--- src/design/bdqm_pkg.sv ---
package bdqm_pkg;

  localparam int DEPTH_DEF = 8;
  localparam int VAL_W     = 32;
  localparam int CNT_W     = 4;
  localparam int STAT_W    = 2;
  localparam int CMD_W     = 2;
  localparam int FQ_DEPTH  = 2;
  localparam int FQ_AW     = 1;

  typedef enum logic [CMD_W-1:0] {
    CMD_PUSH_BACK  = 2'd0,
    CMD_PUSH_FRONT = 2'd1,
    CMD_POP_FRONT  = 2'd2,
    CMD_POP_BACK   = 2'd3
  } cmd_t;

  typedef enum logic [STAT_W-1:0] {
    STAT_OK       = 2'd0,
    STAT_FULL     = 2'd1,
    STAT_NO_ROOM  = 2'd2,
    STAT_EMPTY    = 2'd3
  } stat_t;

  typedef enum logic [1:0] {
    ST_IDLE,
    ST_SCAN,
    ST_DONE
  } state_t;

  // Decoded command beat handed from the front to the back
  typedef struct packed {
    logic                    push;
    logic                    at_front;
    logic signed [VAL_W-1:0] value;
  } item_t;

endpackage

--- src/design/bdqm_front.sv ---
module bdqm_front (
  input  logic                 clk,
  input  logic                 rst_n,
  input  logic                 in_push,
  input  logic [1:0]           in_cmd,
  input  logic signed [31:0]   in_value,
  output logic                 in_full,
  output logic                 q_valid,
  output bdqm_pkg::item_t      q_item,
  input  logic                 q_pop
);
  import bdqm_pkg::*;

  item_t              ent_r [FQ_DEPTH];
  logic [FQ_AW-1:0]   wp_r, wp_nxt;
  logic [FQ_AW-1:0]   rp_r, rp_nxt;
  logic [FQ_AW:0]     fill_r, fill_nxt;
  item_t              dec;
  logic               wr_en;
  logic               rd_en;

  // Classify the command into side and direction
  always_comb begin
    dec.value = in_value;
    unique case (cmd_t'(in_cmd))
      CMD_PUSH_BACK: begin
        dec.push = 1'b1;
        dec.at_front = 1'b0;
      end
      CMD_PUSH_FRONT: begin
        dec.push = 1'b1;
        dec.at_front = 1'b1;
      end
      CMD_POP_FRONT: begin
        dec.push = 1'b0;
        dec.at_front = 1'b1;
      end
      default: begin
        dec.push = 1'b0;
        dec.at_front = 1'b0;
      end
    endcase
  end

  assign in_full = (fill_r == (FQ_AW+1)'(FQ_DEPTH));
  assign q_valid = (fill_r != '0);
  assign q_item  = ent_r[rp_r];
  assign wr_en   = in_push && !in_full;
  assign rd_en   = q_pop && q_valid;

  always_comb begin
    wp_nxt   = wr_en ? wp_r + 1'b1 : wp_r;
    rp_nxt   = rd_en ? rp_r + 1'b1 : rp_r;
    fill_nxt = fill_r + (FQ_AW+1)'(wr_en) - (FQ_AW+1)'(rd_en);
  end

  always_ff @(posedge clk) begin
    if (!rst_n) begin
      wp_r   <= '0;
      rp_r   <= '0;
      fill_r <= '0;
    end else begin
      wp_r   <= wp_nxt;
      rp_r   <= rp_nxt;
      fill_r <= fill_nxt;
    end
  end

  always_ff @(posedge clk) begin
    if (wr_en) begin
      ent_r[wp_r] <= dec;
    end
  end

endmodule

--- src/design/bdqm_back.sv ---
module bdqm_back #(
  parameter int DEPTH = bdqm_pkg::DEPTH_DEF
) (
  input  logic                 clk,
  input  logic                 rst_n,
  input  logic                 q_valid,
  input  bdqm_pkg::item_t      q_item,
  output logic                 q_pop,
  output logic                 out_empty,
  input  logic                 out_pop,
  output logic [1:0]           out_status,
  output logic [3:0]           out_count,
  output logic signed [31:0]   out_minimum,
  output logic                 out_min_valid
);
  import bdqm_pkg::*;

  localparam int AW = $clog2(DEPTH);

  logic signed [VAL_W-1:0] mem [DEPTH];

  state_t                  state_r, state_nxt;
  logic [AW-1:0]           head_r, head_nxt;
  logic [AW-1:0]           tail_r, tail_nxt;
  logic                    empty_r, empty_nxt;
  logic [AW-1:0]           idx_r, idx_nxt;
  logic                    issue_r, issue_nxt;
  logic                    rd_vld_r, rd_vld_nxt;
  logic                    rd_last_r, rd_last_nxt;
  logic                    first_r, first_nxt;
  logic signed [VAL_W-1:0] rd_data_r;
  logic signed [VAL_W-1:0] min_r, min_nxt;
  stat_t                   stat_r, stat_nxt;
  logic [CNT_W-1:0]        cnt_r, cnt_nxt;
  logic                    mv_r, mv_nxt;

  logic                    out_vld_r, out_vld_nxt;
  stat_t                   o_stat_r;
  logic [CNT_W-1:0]        o_cnt_r;
  logic signed [VAL_W-1:0] o_min_r;
  logic                    o_mv_r;
  logic                    out_load;

  logic                    we;
  logic [AW-1:0]           wa;
  logic [AW:0]             span;

  assign span = {1'b0, tail_nxt} - {1'b0, head_nxt} + (AW+1)'(1);

  always_comb begin
    state_nxt   = state_r;
    head_nxt    = head_r;
    tail_nxt    = tail_r;
    empty_nxt   = empty_r;
    idx_nxt     = idx_r;
    issue_nxt   = 1'b0;
    rd_vld_nxt  = 1'b0;
    rd_last_nxt = 1'b0;
    first_nxt   = first_r;
    min_nxt     = min_r;
    stat_nxt    = stat_r;
    cnt_nxt     = cnt_r;
    mv_nxt      = mv_r;
    q_pop       = 1'b0;
    we          = 1'b0;
    wa          = '0;
    out_load    = 1'b0;
    unique case (state_r)
      ST_IDLE: begin
        if (q_valid) begin
          q_pop    = 1'b1;
          stat_nxt = STAT_OK;
          if (q_item.push) begin
            if (empty_r) begin
              head_nxt  = '0;
              tail_nxt  = '0;
              empty_nxt = 1'b0;
              we        = 1'b1;
              wa        = '0;
            end else if (q_item.at_front) begin
              if (head_r == '0) begin
                stat_nxt = STAT_NO_ROOM;
              end else begin
                head_nxt = head_r - 1'b1;
                we       = 1'b1;
                wa       = head_r - 1'b1;
              end
            end else begin
              if (tail_r == AW'(DEPTH - 1)) begin
                stat_nxt = STAT_FULL;
              end else begin
                tail_nxt = tail_r + 1'b1;
                we       = 1'b1;
                wa       = tail_r + 1'b1;
              end
            end
          end else begin
            if (empty_r) begin
              stat_nxt = STAT_EMPTY;
            end else if (head_r == tail_r) begin
              head_nxt  = '0;
              tail_nxt  = '0;
              empty_nxt = 1'b1;
            end else if (q_item.at_front) begin
              head_nxt = head_r + 1'b1;
            end else begin
              tail_nxt = tail_r - 1'b1;
            end
          end
          if (empty_nxt) begin
            cnt_nxt   = '0;
            min_nxt   = '0;
            mv_nxt    = 1'b0;
            state_nxt = ST_DONE;
          end else begin
            cnt_nxt   = CNT_W'(span);
            mv_nxt    = 1'b1;
            idx_nxt   = head_nxt;
            issue_nxt = 1'b1;
            first_nxt = 1'b1;
            state_nxt = ST_SCAN;
          end
        end
      end
      ST_SCAN: begin
        // Issue one slot read per cycle, compare the data in the cycle after
        if (issue_r) begin
          rd_vld_nxt  = 1'b1;
          rd_last_nxt = (idx_r == tail_r);
          if (idx_r != tail_r) begin
            issue_nxt = 1'b1;
            idx_nxt   = idx_r + 1'b1;
          end
        end
        if (rd_vld_r) begin
          first_nxt = 1'b0;
          if (first_r || (rd_data_r < min_r)) begin
            min_nxt = rd_data_r;
          end
          if (rd_last_r) begin
            state_nxt = ST_DONE;
          end
        end
      end
      ST_DONE: begin
        // Hold until the result register is free
        if (!out_vld_r || out_pop) begin
          out_load  = 1'b1;
          state_nxt = ST_IDLE;
        end
      end
      default: state_nxt = ST_IDLE;
    endcase
  end

  always_comb begin
    out_vld_nxt = out_vld_r;
    if (out_pop && out_vld_r) begin
      out_vld_nxt = 1'b0;
    end
    if (out_load) begin
      out_vld_nxt = 1'b1;
    end
  end

  always_ff @(posedge clk) begin
    if (!rst_n) begin
      state_r   <= ST_IDLE;
      head_r    <= '0;
      tail_r    <= '0;
      empty_r   <= 1'b1;
      issue_r   <= 1'b0;
      rd_vld_r  <= 1'b0;
      rd_last_r <= 1'b0;
      out_vld_r <= 1'b0;
    end else begin
      state_r   <= state_nxt;
      head_r    <= head_nxt;
      tail_r    <= tail_nxt;
      empty_r   <= empty_nxt;
      issue_r   <= issue_nxt;
      rd_vld_r  <= rd_vld_nxt;
      rd_last_r <= rd_last_nxt;
      out_vld_r <= out_vld_nxt;
    end
  end

  always_ff @(posedge clk) begin
    idx_r   <= idx_nxt;
    first_r <= first_nxt;
    min_r   <= min_nxt;
    stat_r  <= stat_nxt;
    cnt_r   <= cnt_nxt;
    mv_r    <= mv_nxt;
    if (out_load) begin
      o_stat_r <= stat_r;
      o_cnt_r  <= cnt_r;
      o_min_r  <= min_r;
      o_mv_r   <= mv_r;
    end
  end

  always_ff @(posedge clk) begin
    if (we) begin
      mem[wa] <= q_item.value;
    end
    rd_data_r <= mem[idx_r];
  end

  assign out_empty     = !out_vld_r;
  assign out_status    = o_stat_r;
  assign out_count     = o_cnt_r;
  assign out_minimum   = o_min_r;
  assign out_min_valid = o_mv_r;

`ifndef SYNTH
  a_empty_idx: assert property (@(posedge clk) disable iff (!rst_n)
    empty_r |-> (head_r == '0) && (tail_r == '0))
    else $error("indices not cleared while empty");

  a_order: assert property (@(posedge clk) disable iff (!rst_n)
    !empty_r |-> head_r <= tail_r)
    else $error("head past tail");

  a_scan_nonempty: assert property (@(posedge clk) disable iff (!rst_n)
    (state_r == ST_SCAN) |-> !empty_r)
    else $error("scan on empty deque");

  a_rd_in_scan: assert property (@(posedge clk) disable iff (!rst_n)
    rd_vld_r |-> (state_r == ST_SCAN))
    else $error("read data outside scan");

  a_idx_range: assert property (@(posedge clk) disable iff (!rst_n)
    issue_r |-> (idx_r >= head_r) && (idx_r <= tail_r))
    else $error("scan index out of span");
`endif

endmodule

--- src/design/bounded_deque_with_min_unit.sv ---
// Channel   | Handshake         | Beat
// ----------+-------------------+--------------------------------------------
// in        | in_push / in_full | in_cmd, in_value
// out       | out_pop / out_empty | out_status, out_count, out_minimum,
//           |                   | out_min_valid
//
// Each command passes through the back end in order: an update, one read per
// held slot through the single read port of the slot memory, and a load of the
// result register; a command that leaves the deque empty skips the scan.
// A two-beat command queue takes input while the back end is busy or a result
// waits. Reset is synchronous, active low, and leaves the deque empty.
// A stalled result holds the back end in its final state; the queue fills next.
module bounded_deque_with_min_unit #(
  parameter int DEPTH = bdqm_pkg::DEPTH_DEF
) (
  input  logic                 clk,
  input  logic                 rst_n,
  input  logic                 in_push,
  input  logic [1:0]           in_cmd,
  input  logic signed [31:0]   in_value,
  output logic                 in_full,
  output logic                 out_empty,
  input  logic                 out_pop,
  output logic [1:0]           out_status,
  output logic [3:0]           out_count,
  output logic signed [31:0]   out_minimum,
  output logic                 out_min_valid
);
  import bdqm_pkg::*;

  logic  q_valid;
  item_t q_item;
  logic  q_pop;

  bdqm_front u_front (
    .clk      (clk),
    .rst_n    (rst_n),
    .in_push  (in_push),
    .in_cmd   (in_cmd),
    .in_value (in_value),
    .in_full  (in_full),
    .q_valid  (q_valid),
    .q_item   (q_item),
    .q_pop    (q_pop)
  );

  bdqm_back #(
    .DEPTH (DEPTH)
  ) u_back (
    .clk           (clk),
    .rst_n         (rst_n),
    .q_valid       (q_valid),
    .q_item        (q_item),
    .q_pop         (q_pop),
    .out_empty     (out_empty),
    .out_pop       (out_pop),
    .out_status    (out_status),
    .out_count     (out_count),
    .out_minimum   (out_minimum),
    .out_min_valid (out_min_valid)
  );

endmodule
--- config.mk ---
export PLATFORM = sky130hd
export DESIGN_NAME = bounded_deque_with_min_unit
export DESIGN_NICKNAME = d
export VERILOG_FILES = /design/src/design/bdqm_pkg.sv /design/src/design/bdqm_front.sv /design/src/design/bdqm_back.sv /design/src/design/bounded_deque_with_min_unit.sv
export SDC_FILE = /design/constraint.sdc
export NUM_CORES = 1
export LEC_CHECK = 0
export ABC_AREA = 0
export BUFFER_PORTS_ARGS = -buffer_cell sky130_fd_sc_hd__buf_2
export CAP_MARGIN = 20
export CORE_ASPECT_RATIO = 0.75
export CORE_MARGIN = 4
export CORE_UTILIZATION = 25
export DETAILED_ROUTE_END_ITERATION = 8
export PLACE_DENSITY_LB_ADDON = 0.3
export SLEW_MARGIN = 20
export SYNTH_ARGS = -nofsm -noshare
export SYNTH_HDL_FRONTEND = slang
export SYNTH_SLANG_ARGS = --single-unit
--- constraint.sdc ---
create_clock -name clk -period 4.25 [get_ports clk]
set_input_delay 0.2125 -clock clk [delete_from_list [all_inputs] [get_ports clk]]
set_output_delay 0.2125 -clock clk [all_outputs]
set_load 0.02 [all_outputs]
# Word-level counts from Yosys, hierarchy flattened
# Memory sizes are Yosys's and may differ from the RTL's. A register that Yosys moved wholly into a read port is not among the register bits.
# Cells that the tools add are included.
[totals] out_inout_bits=41 mem_bits_rw=324 reg_bits=99 elab_cells=155 mem_count=2 in_bits=38
[memory_table] memory="u_back.mem" depth=8 width=32 rd=1 rd_clocked_by_memory_dff=1 write_ports=1 line="bdqm_back.sv:20" text="logic signed [VAL_W-1:0] mem [DEPTH];"
[memory_table] memory="u_front.ent_r" depth=2 width=34 rd=1 rd_clocked_by_memory_dff=1 write_ports=1 line="bdqm_front.sv:14" text="item_t ent_r [FQ_DEPTH];"
[classes] n_reduce_logical=20 order_cmp=1 n_eq_ne=18 n_addsub=11 muxes=82
[op_table] operator="$mux W32" count=4
[op_table] operator="$mux W3" count=29
[op_table] operator="$pmux W32 S2" count=1
[op_table] operator="$mux W1" count=33
[op_table] operator="$lt A32 B32 Y1" count=1
[op_table] operator="$mux W2" count=10
[op_table] operator="$ne A2 B1 Y1 const B" count=7
[op_table] operator="$pmux W2 S3" count=2
[op_table] operator="$reduce_and A5 Y1" count=2
[op_table] operator="$add A3 B1 Y3 const B" count=3
[op_table] operator="$reduce_and A4 Y1" count=2
[op_table] operator="$eq A2 B2 Y1 const B" count=3
[op_table] operator="$eq A3 B3 Y1" count=2
[op_table] operator="$pmux W3 S2" count=1
[op_table] operator="$reduce_bool A2 Y1" count=3
[op_table] operator="$sub A3 B1 Y3 const B" count=2
[op_table] operator="$add A4 B1 Y4 const B" count=1
[op_table] operator="$eq A2 B1 Y1 const B" count=2
[op_table] operator="$logic_not A2 Y1" count=2
[op_table] operator="$ne A2 B2 Y1 const B" count=2
[op_table] operator="$pmux W1 S2" count=2
[op_table] operator="$reduce_and A2 Y1" count=2
[op_table] operator="$sub A3 B3 Y4" count=1
[op_table] operator="$eq A3 B3 Y1 const B" count=1
[op_table] operator="9 further kinds" count=14

# Depth between registers and ports, before layout
# Gate-level depths: netlist of run 1.
[depth] depth_word=9 mapped_depth=15 ltp_nobuf=15

# Modules after synthesis
# A second synthesis of run 1 with hierarchy kept.
[hier_totals] hier_cells=960 hier_area_um2=17961.0
[modules_own_cells] module="bdqm_back" cells_each=822 seq_area_each_um2=11050.6 area_each_um2=15077.0 n_inst=1
[modules_own_cells] module="bdqm_front" cells_each=138 seq_area_each_um2=2142.1 area_each_um2=2884.0 n_inst=1

# Least setup slack after synthesis of run 1
# Ideal clock, no wire load.
[synth_timing] kind="register to register" startpoint="register u_back.head_r[0]" endpoint="memory u_back.mem[6][0] (enable)" n_path_buf=0 setup_slack_ns=-0.137 stages_incl_launch_ff=10 arrival_ns=3.926 path_cell_list="dfxtp_1 inv_1 ha_1 nor2b_1 inv_1 ha_1 mux2i_2 a21oi_1 or3_1 nor3_1"
[synth_between] elab_chain_len=9
[synth_rtl] element="start: declaration" line="bdqm_back.sv:23" text="logic [AW-1:0] head_r, head_nxt;"
[synth_rtl] element="start signal: assignment" line="bdqm_back.sv:178" text="head_r <= head_nxt;"
[synth_rtl] element="parallel branches: the longest is 9 deep, another holds $sub A3 B1 Y3"
[synth_rtl] element="end: declaration" line="bdqm_back.sv:20"
# Several ways; the timed one is not identified.

# Worst setup path in the final report of run 1
[layout_timing] startpoint="register u_back.head_r[0]" endpoint="register u_back.cnt_r[3] (data pin)"
[layout_between] elab_chain_len=9
[layout_rtl] element="$add A3 B1 Y3 (tied with other cells)" line="bdqm_back.sv:105" text="head_nxt = head_r + 1'b1;"
[layout_rtl] element="$mux W3, on equally long branches" line="bdqm_back.sv:104, bdqm_back.sv:81"
[layout_rtl] element="$mux W3, on equally long branches" line="bdqm_back.sv:100, bdqm_back.sv:80"
[layout_rtl] element="$mux W3, on equally long branches" line="bdqm_back.sv:98, bdqm_back.sv:74"
[layout_rtl] element="$mux W3" line="bdqm_back.sv:73" text="if (q_item.push) begin"
[layout_rtl] element="$mux W3" line="bdqm_back.sv:70" text="if (q_valid) begin"
[layout_rtl] element="$mux W3" line="bdqm_back.sv:68" text="unique case (state_r)"
[layout_rtl] element="$sub A3 B3 Y4" line="bdqm_back.sv:48" text="assign span = {1'b0, tail_nxt} - {1'b0, head_nxt} + (AW+1)'(1);"
[layout_rtl] element="$add A4 B1 Y4" line="bdqm_back.sv:48"
[layout_rtl] element="end signal: assignment" line="bdqm_back.sv:193" text="cnt_r <= cnt_nxt;"
[layout_rtl] element="end: declaration" line="bdqm_back.sv:34" text="logic [CNT_W-1:0] cnt_r, cnt_nxt;"
# Parallel ways exist; a longest one is shown, timed or not. The select of a mux whose other input is x is not followed.
# A chain may end at the register's enable or synchronous reset.

==> summary.txt, run 1 <==
Status
  – Outcome: complete, no violations

STA
  – Actual slew at the worst max-slew pin: 1010 ps
  – Worst rel slew slack: 32.4%
  – Fin crit period: 3220 ps
  – Crit share post-route: 75.7%
  – Slew Viols, Final: 0
  – Final setup viols: 0
  – Clock Skews: 12.0 ps
  – Peak Freq: 311 MHz
  – Final hold viol count: 0
  – RSZ-0062 raised after global routing: no
  – Post-route setup TNS: 0 ps

Worst setup path
  – Crit Reg-Reg Startpoint: u_back.head_r[0]
  – CP endpoint kind: register
  – Setup CP Type: register to register
  – WP data arrival: 3540 ps
  – Req. time, crit path: 4570 ps
  – Reg2reg end: u_back.cnt_r[3]
  – Path depth of the worst reg2reg path: 15
  – Max FO, Critical Path: 6
  – Most used cell, CP: ha_1
  – Critical Path Source Type: register
  – Crit-path max cell delay: 420 ps
  – Slowest cell on the critical path: dfxtp_1
  – R2R Setup Slk: 1030 ps
  – Crit-path cells: inv_1 > ha_1 > nor2b_1 > inv_1 > ha_1 > nand2_1 > a31oi_1 > o21ai_1 > a31oi_1 > and2_1 > ha_1 > ha_1 > fa_1 > xor2_1 > nor2_1

Synth
  – Main synth FF type: edfxtp_1
  – Cells after synthesis: 953
  – Syn Nets: 1042
  – Synthesized area: 17800 um^2
  – Yosys cell types: 57
  – EDFF count, synth: 406
  – Yosys top cell area share: 68.7%
  – Area leader, netlist: edfxtp_1
  – Seq/Total Area, Yosys: 74.3%
  – Largest cells by area after synthesis: edfxtp_1 69%, mux4_2 8.1%, dfxtp_1 5.6%
  – YS warnings: 0
  – Avg Cell Area, Syn: 18.6 um^2
  – Async set-or-reset flop fraction in the synthesized netlist: 0%
  – Yosys reg bits: 456

Routing
  – Initial drt markers: 595
  – Routed Antenna Nets: 0
  – Vias/cell: 4.08
  – Via Count: 8545
  – WL/cell: 17.6 um
  – 1st-pass router iterations: 5
  – DRC Markers: 0
  – Total Wirelength: 36800 um

Placement
  – GPL Wtd Cong: 0.761
  – Area after DPL: 19400 um^2
  – Dpl hpwl: 22900 um
  – Port Buffers: 78

Floorplanning
  – Die height: 239 um
  – Core area: 70200 um^2
  – Initial Utilization: 25.3%
  – Die ar.: 75400 um^2
  – Row Count: 84
  – Width of the die: 316 um
  – Io pins: 79

Global route
  – GRT Overall Usage: 9.87%
  – Largest net degree at the start of global routing: 68
  – Initial antenna violation count: 6
  – GR Overflow Total: 0
  – First-pass GRT wire length: 56400 um
  – Vias in the first global route: 8957

Finish
  – FILL cells: 6934
  – Commonest non-fill, non-tap cell in the layout: edfxtp_1
  – Layout cells sized above 1: 28.1%
  – Post-route design area: 21400 um^2
  – P&R area growth vs syn: 20.6%
  – Most frequent cells in the layout: 406 x edfxtp_1, 78 x buf_2, 66 x mux2_2
  – Nets: 1192

Hold path
  – WHS Path Cells: 3
  – Worst hold path class: input pin to register
  – Hold Crit Endpoint: u_front.ent_r[0][32]
  – Min-Delay Startpoint: in_cmd[0]

Clock network
  – Root buffer cell: clkbuf_16
  – Resized Gates After CTS: 0
  – CTS Buffer Depth: 3
  – Clk_lat worst skew: 570 ps
  – CTS Buf Count: 50
  – Post-CTS Repair Setup Buffers: 0
  – Sink Count: 456
  – CTS tree: built
  – Worst-path clk slew: 60 ps
  – H-tree lvl count: 2

Power
  – Power Density: 644 nW/um^2
  – Lkg Pwr: 0.00731 uW
  – Worst vdd ir: 0.282 mV

Flow run
  – Max Cap Viol: 0
## flip-flops by register name, summed over array words and instances (netlist names), named ones only
| register | cells |
|---|---|
| u_back.empty_r | 1 |
| u_back.issue_r | 1 |
| u_back.mv_r | 1 |
| u_back.stat_r | 2 |
| u_back.tail_r | 3 |
| u_back.out_status | 2 |
| u_back.min_r | 32 |
| u_back.rd_vld_r | 1 |
| u_front.ent_r | 68 |
| u_back.head_r | 3 |
| u_back.first_r | 1 |
| u_back.out_minimum | 32 |
| u_back.out_vld_r | 1 |
| u_back.out_count | 4 |
| u_back.rd_data_r | 32 |
| u_back.idx_r | 3 |
| u_back.state_r | 2 |
| u_back.out_min_valid | 1 |
| u_back.rd_last_r | 1 |
| u_front.rp_r | 1 |
| u_back.mem | 256 |
| u_back.cnt_r | 4 |
| u_front.wp_r | 1 |
| u_front.fill_r | 2 |
## power by group
part	leakage, uW	internal, uW	total, uW	switching [uW]
registers	0.00412	5950	6290	339
clock network	0.000787	2520	4220	1700
logic	0.00240	1350	3280	1930
## synth_stat cells, drive strengths merged, types with 2 or more instances
master,n
edfxtp,406
mux2,67
mux4,64
inv,55
dfxtp,50
ha,50
and2,40
nor2,30
nand2,29
a21oi,25
buf,18
clkbuf,14
o21ai,14
nand4,8
xor2,7
nand3,6
nor2b,6
nor3,6
nand2b,5
xnor2,5
a211oi,4
and3,4
mux2i,4
a2111oi,3
a21o,3
a31oi,3
o31ai,3
or3,3
a221o,2
a22oi,2
nor4,2
o2111ai,2
## through the flow
step                std cells  hold WS (ps)  worst slack [ps]  util, %  power [uW]
CTS                      2089          45.3              1030     30.5       14000
finish                   2092          73.3              1030     30.5       13800
floorplan                 953           274              36.7        -        8560
global route             2090          71.7               790     30.5       14600
detailed placement       1963           405              1060     27.7        9700
global placement         1961           404              1050     27.6        9640
## worst max-delay path: cells and delay by family, from the launching register on
kind / cells / cell delay (ps)
DFF: 1 / 420
buffers and inverters: 2 / 280
and+or+nand+nor: 4 / 450
AOI/OAI and AO/OA: 3 / 410
xor gates and xnor gates: 1 / 160
adders and majority gates: 5 / 1250
## area by class of cell
cell class,count,area [um^2],share of cell area (%)
sequential,456,13200,61.6
multi-input combinational,410,4260,19.9
clock buffer,65,1410,6.60
tap,946,1180,5.53
timing repair buffer,130,936,4.37
clock inverter,27,214,0.999
inverter,55,206,0.964
antenna,3,7.51,0.0351
## layer usage
layer / GRT usage, % / wire (um)
met3: 2.57 / 1800
met2: 15.2 / 16100
met4: 2.26 / 612
met5: 0 / 0
met1: 14.1 / 18300
## repair_timing
item,4_1_cts,5_1_grt
hold buffers,34,0
setup endpoints to repair,0,0
endpoints found under the hold margin,71,0
## how the worst max path moves through the flow
stage / cells past startpoint / start / end
after global routing: 12 / u_back.tail_r[0] / u_back.cnt_r[3]
after global placement: 10 / u_back.tail_r[0] / u_back.mem[4][19]
after CTS: 10 / u_back.tail_r[0] / u_back.mem[4][26]
after detailed placement: 8 / u_front.fill_r[1] / u_back.mem[5][18]
after floorplan: 8 / u_back.min_r[31] / u_back.min_r[0]
final: 15 / u_back.head_r[0] / u_back.cnt_r[3]
## cell families after synthesis
family	Yosys count	synth area share, %
compound gates	70	2.51
xor+xnor	12	0.592
fa+ha+maj	51	3.64
buf+inv	87	1.98
flops	456	74.3
mux	135	12.7
simple gates	142	4.26
Note: power is estimated with default switching activity, not from simulation.
==> run 2: changes to the inputs <==
==> constraint.sdc (replaced) <==
create_clock -name clk -period 3.1 [get_ports clk]
set_input_delay 0.155 -clock clk [delete_from_list [all_inputs] [get_ports clk]]
set_output_delay 0.155 -clock clk [all_outputs]
set_load 0.02 [all_outputs]
==> run 2 against run 1 <==
Net effect:
- global-route usage grew 0.27 points
- final area grew 1.8%
- critical path depth shrank 1
- largest power group unchanged
- total power grew 40%
- setup slack lost 890 ps
==> summary.txt, run 2 (synthesis results as in run 1) <==
Hold path
  – Hold Crit Endpoint: u_front.ent_r[1][11]
  – Min-Delay Startpoint: in_value[11]
  – WHS Path Cells: 2 (-1)
  – Worst hold path class: input pin to register

Finish
  – Most frequent cells in the layout: 406 x edfxtp_1, 78 x buf_2, 66 x mux2_2
  – Largest registers: u_back.mem x256, u_front.ent_r x68
  – Commonest non-fill, non-tap cell in the layout: edfxtp_1
  – Post-route design area: 21800 um^2 (+1.8%)
  – Layout cells sized above 1: 30.5% (+2.4 points)
  – Final Instance Count excl. Fillers: 2119 (+1.3%)
  – Util after Layout: 31.1% (+0.56 points)
  – Largest register FFs: 256 (unchanged)
  – Largest Register: u_back.mem
  – Nets: 1216 (+2.0%)
  – P&R area growth vs syn: 22.8%

Routing
  – 1st-pass router iterations: 4 (-1)
  – Initial drt markers: 487 (-18%)
  – WL/cell: 17.8 um (+1.4%)
  – Via Count: 8690 (+1.7%)
  – Routed Antenna Nets: 0 (unchanged)
  – Total Wirelength: 37800 um (+2.7%)
  – Vias/cell: 4.10 (+0.40%)
  – DRC Markers: 0 (unchanged)

Worst setup path
  – R2R Setup Slk: 140 ps (-890 ps)
  – Most used cell, CP: ha_1
  – Crit-path max cell delay: 400 ps (-20 ps)
  – Slowest cell on the critical path: fa_1
  – Path depth of the worst reg2reg path: 14 (-1)
  – Setup CP Type: register to register
  – Reg2reg end: u_back.cnt_r[2]
  – Critical Path Source Type: register
  – Req. time, crit path: 3430 ps (-1140 ps)
  – Crit Reg-Reg Startpoint: u_back.head_r[0]
  – CP endpoint kind: register
  – Max FO, Critical Path: 4 (-2)
  – WP data arrival: 3300 ps (-240 ps)
  – Crit-path cells: inv_2 > ha_1 > nor2b_4 > inv_2 > ha_1 > nand2_1 > a31oi_4 > o21ai_2 > a31oi_1 > and2_4 > ha_1 > ha_1 > fa_1 > and2_1

Placement
  – Area after DPL: 19700 um^2 (+1.3%)
  – Dpl hpwl: 23400 um (+2.3%)
  – GPL Wtd Cong: 0.786 (+3.3%)
  – Port Buffers: 78 (unchanged)
  – Placed cell count: 1984 (+1.1%)

Status
  – Outcome: complete, no violations

Global route
  – GRT Overall Usage: 10.1% (+0.27 points)
  – Initial antenna violation count: 5 (-1)
  – Largest net degree at the start of global routing: 67 (-1.5%)
  – GR Overflow Total: 0 (unchanged)
  – First-pass GRT wire length: 57700 um (+2.4%)
  – Vias in the first global route: 9200 (+2.7%)

Floorplanning
  – Width of the die: 316 um (unchanged)
  – Row Count: 84 (unchanged)
  – Die height: 239 um (unchanged)
  – Initial Utilization: 25.3% (unchanged)
  – Core area: 70200 um^2 (unchanged)
  – Die ar.: 75400 um^2 (unchanged)
  – Io pins: 79 (unchanged)

Power
  – Flop pwr share: 44.4% (-1.2 points)
  – Lkg Pwr: 0.00750 uW (+2.5%)
  – Total power: 19300 uW (+40%)
  – Comb power frac: 25.1% (+1.3 points)
  – Part of the power in the clock network: 30.5% (about the same)
  – Net Switching: 5580 uW (+41%)
  – Worst vdd ir: 0.372 mV (+32%)
  – P_int: 13700 uW (+40%)
  – Sw Share: 28.9% (+0.11 points)
  – Power Density: 886 nW/um^2 (+38%)

Clock network
  – CTS tree: built
  – Worst-path clk slew: 60 ps (about the same)
  – Clk_lat worst skew: 580 ps (about the same)
  – Post-CTS Repair Setup Buffers: 0 (unchanged)
  – Root buffer cell: clkbuf_16
  – CTS Buffer Depth: 3 (unchanged)
  – H-tree lvl count: 2 (unchanged)
  – CTS Buf Count: 49 (-2.0%)
  – Sink Count: 456 (unchanged)

STA
  – Final hold slack: 311 ps (+238 ps)
  – Fin crit period: 2960 ps (-255 ps)
  – Peak Freq: 337 MHz (+8.6%)
  – Worst rel slew slack: 58.3% (+26 points)
  – Crit share post-route: 95.6% (+20 points)
  – Actual slew at the worst max-slew pin: 626 ps (-388 ps)
  – Clock Skews: 24.2 ps (+12.1 ps)
  – Final setup viols: 0 (unchanged)
  – Final hold viol count: 0 (unchanged)
  – Slew Viols, Final: 0 (unchanged)

Flow run
  – Max Cap Viol: 0 (unchanged)
run 2: cell count changes in the layout (fill, tap and decap cells not counted), moves of 3 or more:
cell / previous run / this run
dfxtp_1: 49 / 46
buf_4: 13 / 27
buf_12: 4 / 12
dlygate4sd3_1: 34 / 38
dfxtp_2: 1 / 4
clkbuf_1: 9 / 15
clkinv_1: 11 / 4
clkbuf_16: 54 / 51
clkbuf_8: 2 / 5
inv_1: 53 / 50
run 2: layout make-up:
class                      instances  area (um^2)
multi-input combinational        410         4350
sequential                       456        13200
inverter                          55          209
timing repair buffer             155         1210
clock buffer                      71         1400
clock inverter                    21          241
antenna                            5         12.5
tap                              946         1180
fill                            6916        48400
run 2: power by group through the flow:
stage                     Combinational, uW  Clock, uW  Sequential [uW]
final                                  4850       5890             8590
after global routing                   5420       6370             8680
after CTS                              4920       6110             8590
after detailed placement               4850          0             8720
after global placement                 4780          0             8700
after floorplan                        3130          0             8620
run 2: metrics by stage:
step / worst slack [ps] / setup TNS [ps]
after detailed placement: 52.7 / 0
after global routing: -3.07 / -3.07
after floorplan: -354 / -17510
after global placement: 106 / 0
after CTS: 55.0 / 0
final: 136 / 0
run 2: repair_timing:
item	CTS	global route
hold buffers	38	0
hold endpoints to repair	77	0
setup endpoints to repair	0	66
gates resized for setup	0	19
run 2: worst max path at each step:
stage               cells after the start  slack, ps             start               end
floorplan                               9       -350  u_back.head_r[0]  u_back.mem[6][0]
global placement                       15        110  u_back.head_r[0]   u_back.cnt_r[3]
detailed placement                     14         50  u_back.head_r[0]   u_back.cnt_r[2]
CTS                                    14         50  u_back.head_r[0]   u_back.cnt_r[2]
global route                           14         -3  u_back.head_r[0]   u_back.cnt_r[2]
finish                                 14        140  u_back.head_r[0]   u_back.cnt_r[2]
run 2: routing by layer:
metal | wire length, um | up-vias | GRT usage (%)
li1 | - | 4088 | -
met1 | 18600 | 4377 | 14.8
met2 | 16500 | 176 | 15.1
met3 | 2040 | 49 | 2.41
met4 | 708 | 0 | 2.75
met5 | 0 | - | 0
run 2: critical path, delay by kind of cell (launching register included):
kind	cells	cell delay (ps)
compound gates	3	540
simple gates	4	560
flops	1	320
buf+inv	2	140
fa+ha+maj	5	1150
==> run 3: changes to the inputs <==
--- a/config.mk
+++ b/config.mk
@@ -13,7 +13,8 @@
 export CORE_UTILIZATION = 25
 export DETAILED_ROUTE_END_ITERATION = 8
 export PLACE_DENSITY_LB_ADDON = 0.3
-export SLEW_MARGIN = 20
+export RECOVER_POWER = 50
+export SLEW_MARGIN = 0
 export SYNTH_ARGS = -nofsm -noshare
 export SYNTH_HDL_FRONTEND = slang
 export SYNTH_SLANG_ARGS = --single-unit
==> run 3 against run 2 <==
Net effect:
- largest cell class unchanged
- highest routed layer unchanged
- the run now ends with max-capacitance violations, max-slew violations left
- die area unchanged
- worst hold slack improved by 11 ps
- flip-flop and latch count is the same
==> summary.txt, run 3 (synthesis results as in run 1) <==
Finish
  – Most frequent cells in the layout: 406 x edfxtp_1, 89 x clkbuf_1, 64 x mux4_2
  – Layout cells sized above 1: 21.2% (-9.2 points)
  – Largest Register: u_back.mem
  – P&R area growth vs syn: 22.1%
  – Nets: 1216 (unchanged)
  – Post-route design area: 21700 um^2 (-0.62%)
  – Largest register FFs: 256 (unchanged)
  – Register Area: 13200 um^2 (unchanged)
  – Commonest non-fill, non-tap cell in the layout: edfxtp_1
  – FILL cells: 6938 (+0.32%)
  – Largest registers: u_back.mem x256, u_front.ent_r x68
  – Area of the multi-input gates: 4330 um^2 (-0.52%)

Power
  – Worst vdd ir: 0.367 mV (-1.2%)
  – Power Density: 887 nW/um^2 (about the same)
  – Flop pwr share: 44.7% (+0.3 points)
  – P_int: 13600 uW (-0.78%)
  – Lkg Pwr: 0.00727 uW (-3.1%)
  – Comb power frac: 24.6% (-0.5 points)
  – Part of the power in the clock network: 30.7% (+0.2 points)
  – Net Switching: 5590 uW (+0.11%)
  – Sw Share: 29.1% (+0.18 points)

Worst setup path
  – Max FO, Critical Path: 4 (unchanged)
  – Setup CP Type: register to register
  – CP endpoint kind: register
  – Req. time, crit path: 3430 ps (about the same)
  – Critical Path Source Type: register
  – Reg2reg end: u_back.cnt_r[2]
  – Path depth of the worst reg2reg path: 14 (unchanged)
  – WP data arrival: 3290 ps (about the same)
  – R2R Setup Slk: 140 ps (about the same)
  – Crit Reg-Reg Startpoint: u_back.head_r[0]

Global route
  – Vias in the first global route: 9200 (unchanged)
  – Initial antenna violation count: 5 (unchanged)
  – GRT Overall Usage: 10.1% (unchanged)
  – GR Overflow Total: 0 (unchanged)
  – Largest net degree at the start of global routing: 67 (unchanged)
  – First-pass GRT wire length: 57700 um (unchanged)

Placement
  – Port Buffers: 78 (unchanged)
  – Area after DPL: 19700 um^2 (unchanged)
  – Setup WS pre-CTS: 52.7 ps (unchanged)
  – Dpl hpwl: 23400 um (unchanged)
  – GPL Wtd Cong: 0.786 (unchanged)

Hold path
  – Worst hold path class: input pin to register
  – Hold Crit Endpoint: u_front.ent_r[1][17]
  – Min-Delay Startpoint: in_value[17]
  – WHS Path Cells: 2 (unchanged)

Floorplanning
  – Initial Utilization: 25.3% (unchanged)
  – Core area: 70200 um^2 (unchanged)
  – Die height: 239 um (unchanged)
  – Row Count: 84 (unchanged)
  – Width of the die: 316 um (unchanged)
  – Die ar.: 75400 um^2 (unchanged)
  – Io pins: 79 (unchanged)

Clock network
  – CTS Buffer Depth: 3 (unchanged)
  – Clk_lat worst skew: 570 ps (about the same)
  – Worst-path clk slew: 60 ps (about the same)
  – Post-CTS Repair Setup Buffers: 0 (unchanged)
  – Root buffer cell: clkbuf_16
  – CTS tree: built
  – CTS Buf Count: 49 (unchanged)
  – Sink Count: 456 (unchanged)
  – H-tree lvl count: 2 (unchanged)

STA
  – Final Worst Setup Slack: 135 ps (-0.753 ps)
  – Actual slew at the worst max-slew pin: 1670 ps (+1050 ps)
  – Fin crit period: 2960 ps (+0.753 ps)
  – Final hold viol count: 0 (unchanged)
  – Crit share post-route: 95.6% (about the same)
  – Slew Viols, Final: 66 (+66)
  – Worst rel slew slack: -11.6% (-70 points)
  – Peak Freq: 337 MHz (about the same)
  – Final setup viols: 0 (unchanged)
  – Clock Skews: 19.8 ps (-4.37 ps)

Routing
  – 1st-pass router iterations: 4 (unchanged)
  – Routed Antenna Nets: 0 (unchanged)
  – Total Wirelength: 37900 um (+0.20%)
  – DRC Markers: 0 (unchanged)
  – Vias/cell: 4.10 (about the same)
  – WL/cell: 17.9 um (+0.25%)
  – Via Count: 8694 (+0.046%)
  – Initial drt markers: 515 (+5.7%)

Flow run
  – Max Cap Viol: 2 (+2)

Status
  – Violated checks: max-capacitance violations, max-slew violations
  – Outcome: finished, violations left
## run 3: cell types whose count changed in the layout (fill, tap and decap cells not counted), moves of 2 or more
cell	before	now
and2_0	0	17
nor2b_1	1	3
mux2_2	66	36
mux2_1	0	30
clkbuf_1	15	89
buf_4	27	20
buf_2	78	10
and2_1	39	22
## run 3: repair_timing
action,CTS,global route
hold buffers,38,0
hold endpoints to repair,77,0
gates resized for setup,0,19
setup endpoints to repair,0,66
## run 3: critical path, cell delays in order (launching register included)
cell,delay [ps]
dfxtp_1,320
inv_2,80
ha_1,180
nor2b_4,160
inv_2,60
ha_1,270
nand2_1,80
a31oi_4,240
o21ai_2,80
a31oi_1,220
and2_4,180
ha_1,140
ha_1,160
fa_1,400
and2_1,140
## run 3: metal layers
layer / GRT usage, % / routed length [um] / vias up
met3: 2.41 / 1910 / 49
met1: 14.8 / 18800 / 4397
met2: 15.1 / 16500 / 162
met5: 0 / 0 / -
met4: 2.75 / 708 / 0
li1: - / - / 4086
## run 3: worst max-delay path by stage
stage / from / end / slack (ps)
floorplan: u_back.head_r[0] / u_back.mem[6][0] / -350
global placement: u_back.head_r[0] / u_back.cnt_r[3] / 110
detailed placement: u_back.head_r[0] / u_back.cnt_r[2] / 50
CTS: u_back.head_r[0] / u_back.cnt_r[2] / 50
global route: u_back.head_r[0] / u_back.cnt_r[2] / -3
finish: u_back.head_r[0] / u_back.cnt_r[2] / 140
## run 3: area by class of cell
class,count,area share (%)
sequential,456,60.9
multi-input combinational,410,20.0
clock buffer,71,6.46
tap,946,5.46
timing repair buffer,155,5.09
clock inverter,21,1.11
inverter,55,0.964
antenna,4,0.0462
## run 3: stage by stage
stage	std cells	hold slack (ps)	TNS (ps)	power [uW]	utilization (%)
3_5_place_dp	1984	347	0	13600	28.1
3_3_place_gp	1984	345	0	13500	28.1
4_1_cts	2114	267	0	19600	30.9
2_1_floorplan	953	217	-17510	11700	-
5_1_grt	2116	302	-3.07	20400	30.9
6_report	2118	323	0	19200	30.9
## run 3: power by group through the flow
stage	Combinational (uW)	Sequential, uW	Clock [uW]
after global routing	5300	8690	6370
after CTS	4920	8590	6110
after detailed placement	4850	8720	0
after floorplan	3130	8620	0
final	4740	8600	5890
after global placement	4780	8700	0
